`config.mk`:
```
export PLATFORM = sky130hd
export DESIGN_NAME = tomvm_alu
export DESIGN_NICKNAME = d
export VERILOG_FILES = /design/src/rtl/tomvm_pkg.sv /design/src/rtl/tomvm_alu.sv
export SDC_FILE = /design/constraint.sdc
export NUM_CORES = 1
export LEC_CHECK = 0
export BUFFER_PORTS_ARGS = -buffer_cell sky130_fd_sc_hd__clkbuf_2
export CELL_PAD_IN_SITES_DETAIL_PLACEMENT = 1
export CELL_PAD_IN_SITES_GLOBAL_PLACEMENT = 1
export CORE_MARGIN = 5
export CORE_UTILIZATION = 35
export DETAILED_ROUTE_END_ITERATION = 10
export PLACE_DENSITY = 0.76
export SLEW_MARGIN = 20
export SYNTH_ARGS = -nofsm -noshare
export SYNTH_HDL_FRONTEND = slang
export SYNTH_SLANG_ARGS = --single-unit
export TNS_END_PERCENT = 30
```
`constraint.sdc`:
```
create_clock -name vclk -period 6.5
set_clock_uncertainty 0.15 [all_clocks]
set_input_delay 0.65 -clock vclk [all_inputs]
set_output_delay 0.65 -clock vclk [all_outputs]
set_load 0.01 [all_outputs]
```
`src/rtl/tomvm_pkg.sv`:
```
// ----------------------------------------------------------------------------
// tomvm_pkg
// Shared types and constants of the three-operand memory VM execute block.
// ----------------------------------------------------------------------------
package tomvm_pkg;

  // default data memory depth in words
  localparam int unsigned MEM_WORDS_DEF = 4096;

  // operand word flag that marks a memory address
  localparam logic [31:0] ADDR_FLAG = 32'h8000_0000;

  // instruction opcodes, the remaining codes do nothing
  typedef enum logic [3:0] {
    CMD_ADD   = 4'h0,
    CMD_SUB   = 4'h1,
    CMD_OR    = 4'h2,
    CMD_AND   = 4'h3,
    CMD_XOR   = 4'h4,
    CMD_NOT   = 4'h5,
    CMD_SHR   = 4'h6,
    CMD_SHL   = 4'h7,
    CMD_PRHEX = 4'h8,
    CMD_PRCHR = 4'h9
  } cmd_e;

  // kind of print reported with a result item
  typedef enum logic [1:0] {
    PK_NONE = 2'd0,
    PK_HEX  = 2'd1,
    PK_CHR  = 2'd2
  } print_kind_e;

  // command writes a result to the destination word
  function automatic logic cmd_writes(logic [3:0] cmd);
    return cmd <= 4'(CMD_SHL);
  endfunction

  // command reads the second source
  function automatic logic cmd_reads_b(logic [3:0] cmd);
    return (cmd <= 4'(CMD_SHL)) && (cmd != 4'(CMD_NOT));
  endfunction

  // command reads the first source
  function automatic logic cmd_reads_a(logic [3:0] cmd);
    return cmd <= 4'(CMD_PRCHR);
  endfunction

endpackage

```
`src/rtl/tomvm_alu.sv`:
```
// ----------------------------------------------------------------------------
// tomvm_alu
// Arithmetic, logic and shift unit for the write-back commands.
// ----------------------------------------------------------------------------
module tomvm_alu
  import tomvm_pkg::*;
(
  input  logic [3:0]  cmd_i,
  input  logic [31:0] a_i,
  input  logic [31:0] b_i,
  output logic [31:0] result_o
);

  logic big_shift;

  // shift amounts of 32 or more clear the result
  assign big_shift = |b_i[31:5];

  always_comb begin
    case (cmd_e'(cmd_i))
      CMD_ADD: result_o = a_i + b_i;
      CMD_SUB: result_o = a_i - b_i;
      CMD_OR:  result_o = a_i | b_i;
      CMD_AND: result_o = a_i & b_i;
      CMD_XOR: result_o = a_i ^ b_i;
      CMD_NOT: result_o = ~a_i;
      CMD_SHR: result_o = big_shift ? 32'h0 : (a_i >> b_i[4:0]);
      CMD_SHL: result_o = big_shift ? 32'h0 : (a_i << b_i[4:0]);
      default: result_o = 32'h0;
    endcase
  end

endmodule

```
==> results.py <==
metrics = {
    "status": {
        "status": "finished, final reports clean",
    },
    "place": {
        "postPlaceCellArea_um2": 8380,
        "portBuffers": 100,
        "place_inst": 1388,
        "place.gp.congestion": 0.995,
        "place_hpwl_um": 26500,
        "pre_cts_ws_ns": 0.797,
    },
    "sta": {
        "fmax_ghz": 0.168,
        "finalSetupTns_ns": 0,
        "fin_crit_ns": 5.95,
        "finalHoldViolations": 0,
        "rsz0062_at_grt": "false",
        "post-route-period-util": 0.915,
        "setup_slack_ns": 0.550,
        "relSlewSlack": 0.345,
        "drv_slew": 0,
        "whs_ns": 1.64,
        "tightest_slew_ns": 0.983,
        "setup_viol": 0,
    },
    "logic_synthesis": {
        "yosys_warnings": 0,
        "ys_top_cells_by_area": "ha_1 (16%), mux4_2 (14%), nand2_1 (6.6%)",
        "avgSynthCellArea_um2": 7.20,
        "synth_area_leader_cell": "ha_1",
        "synthSimpleGateAreaFrac": 0.179,
        "yosysTopAreaCellShare": 0.157,
        "synth_top_family_by_area": "compound AO/OA/AOI/OAI gates",
        "syn-cell-area_um2": 7730,
        "yosysUniqueCellTypes": 70,
        "synth_nets": 1240,
        "synth_xor_area_frac": 0.0578,
        "synthMuxAreaShare": 0.206,
        "ys_seq_area_frac": 0,
        "synth_compound_area_frac": 0.313,
        "syn_inst": 1074,
        "synthAdderAreaFrac": 0.160,
    },
    "worst_setup_path": {
        "worst-setup-path-type": "in -> out",
        "critical_path_buf_inv_count": 5,
        "critPathMaxFanout": 17,
        "crit_chain": "clkbuf_2 -> nor3_2 -> buf_4 -> nand2_1 -> buf_4 -> o21ai_0 -> inv_1 -> ha_1 -> nor2b_1 -> o2111ai_1 -> a211oi_1 -> o21ai_0 -> o21ai_0 -> a311oi_1 -> o31ai_1 -> clkbuf_2",
        "crit_path_start": "cmd_i[1]",
        "timing.critical_path.arrival_ns": 5.15,
        "worst_setup_path_end_kind": "primary output",
        "critPathLaunchType": "primary input",
        "critical_path.most_common_cell": "o21ai_0",
        "crit_family": "compound AO/OA/AOI/OAI gates",
        "cp_slowest_cell": "a211oi_1",
        "endpoint": "result_o[25]",
        "slowest_delay_ns": 0.70,
        "cp.required_ns": 5.70,
        "path_depth": 16,
    },
    "cells_and_area": {
        "diodes": 0,
        "nFlopsAndLatches": 0,
        "fin_cells": 1388,
        "drive_above_1_share": 0.177,
        "most-common-layout-cells": "nand2_1 (136), clkbuf_2 (98), ha_1 (97), nor2_1 (95), o21ai_0 (82)",
        "clkbuf_count": 0,
        "mostFrequentLayoutCell": "nand2_1",
        "regArea_um2": 0,
        "areaGrowthSynthToFinish_pct": 8.38,
        "finish.utilization": 0.385,
        "final_cell_area_um2": 8380,
        "fin_nets": 1276,
    },
    "grt": {
        "track_usage": 0.263,
        "met3_usage": 0.0256,
        "grt_pass1_wl_um": 52500,
        "grt_overflow": 0,
        "antenna_found_initial": 0,
        "grt_pass1_vias": 9136,
        "grt_max_degree": 74,
        "use_met2": 0.441,
        "use_met1": 0.361,
        "grt.busiest_layer": "met2",
    },
    "route": {
        "vias": 9101,
        "wl_um": 34200,
        "wl_per_cell_um": 24.6,
        "via_per_inst": 6.56,
        "drt-initial-drc-count": 868,
        "firstDrtPassIters": 5,
        "route.detailed.drc": 0,
        "ant_nets": 0,
    },
    "power_and_ir_drop": {
        "vdd_drop_max_mv": 0.0429,
        "power_uw": 719,
        "cellLeakagePower_nw": 3.66,
        "powerDensity_nw_per_um2": 85.8,
    },
    "clocking": {
        "hold_buffers": 0,
        "ctsResizeCount": 0,
        "postCtsSetupRepairBufs": 0,
    },
    "min_path": {
        "hp-class": "in -> out",
    },
    "job": {
        "max-cap-violations": 0,
    },
    "floorplan": {
        "start_util": 0.355,
        "die_h_um": 159,
        "die_w_um": 159,
        "io_pins": 100,
        "row_count": 54,
        "die-area_um2": 25200,
        "core_area_um2": 21800,
    },
}
power breakdown:
| group | switching [mW] | internal [mW] | total [mW] |
|---|---|---|---|
| clock | 0 | 0 | 0 |
| combinational | 0.440 | 0.280 | 0.719 |
| sequential | 0 | 0 | 0 |
| total | 0.440 | 0.280 | 0.719 |
cell usage after synthesis (all sizes together) (3+ instances only):
master / number
mux2i: 39
nor3: 17
inv: 77
o21a: 10
a221oi: 30
or3: 4
and2: 6
a2111oi: 3
o211ai: 13
a41oi: 4
o221ai: 24
a211oi: 27
or4: 5
nand3: 16
nor2b: 9
a21o: 19
o31ai: 6
mux4: 48
a211o: 8
a31oi: 9
nand2: 136
nor2: 95
o2111ai: 5
a221o: 10
o41ai: 4
o21ai: 86
nand2b: 7
xor2: 6
xnor2: 45
buf: 34
clkbuf: 51
nand4: 4
and3: 7
ha: 97
o22ai: 9
mux2: 11
a21oi: 65
metal layers:
metal  up-vias  part of all wire
met5         -                 0
met4         0             0.035
met3        79             0.068
met2       399              0.47
met1      4523              0.43
li1       4100                 -
final cells by class:
type / count / area (µm²)
Timing Repair Buffer: 119 / 648
Inverter: 77 / 289
Fill cell: 2800 / 13400
Multi-Input combinational cell: 912 / 7090
Tap cell: 280 / 350
cells by family (layout without fill, tap and decap cells):
logic type               Yosys count  after routing
AO/OA/AOI/OAI                    352            352
AND/OR/NAND/NOR                  313            313
buffers and inverters            162            196
adder cells (fa/ha/maj)           98             98
multiplexers                      98             98
XOR/XNOR                          51             51
how the worst min path moves through the flow:
stage	from	endpoint	slack, ns	cells after the start
after floorplan	a_i[0]	result_o[0]	1.32	1
after global placement	a_i[0]	result_o[0]	1.65	3
after detailed placement	a_i[0]	result_o[0]	1.64	3
after CTS	a_i[0]	result_o[0]	1.64	3
after global routing	a_i[0]	result_o[0]	1.68	3
final	a_i[0]	result_o[0]	1.64	3
(Power assumes the default switching activity.)
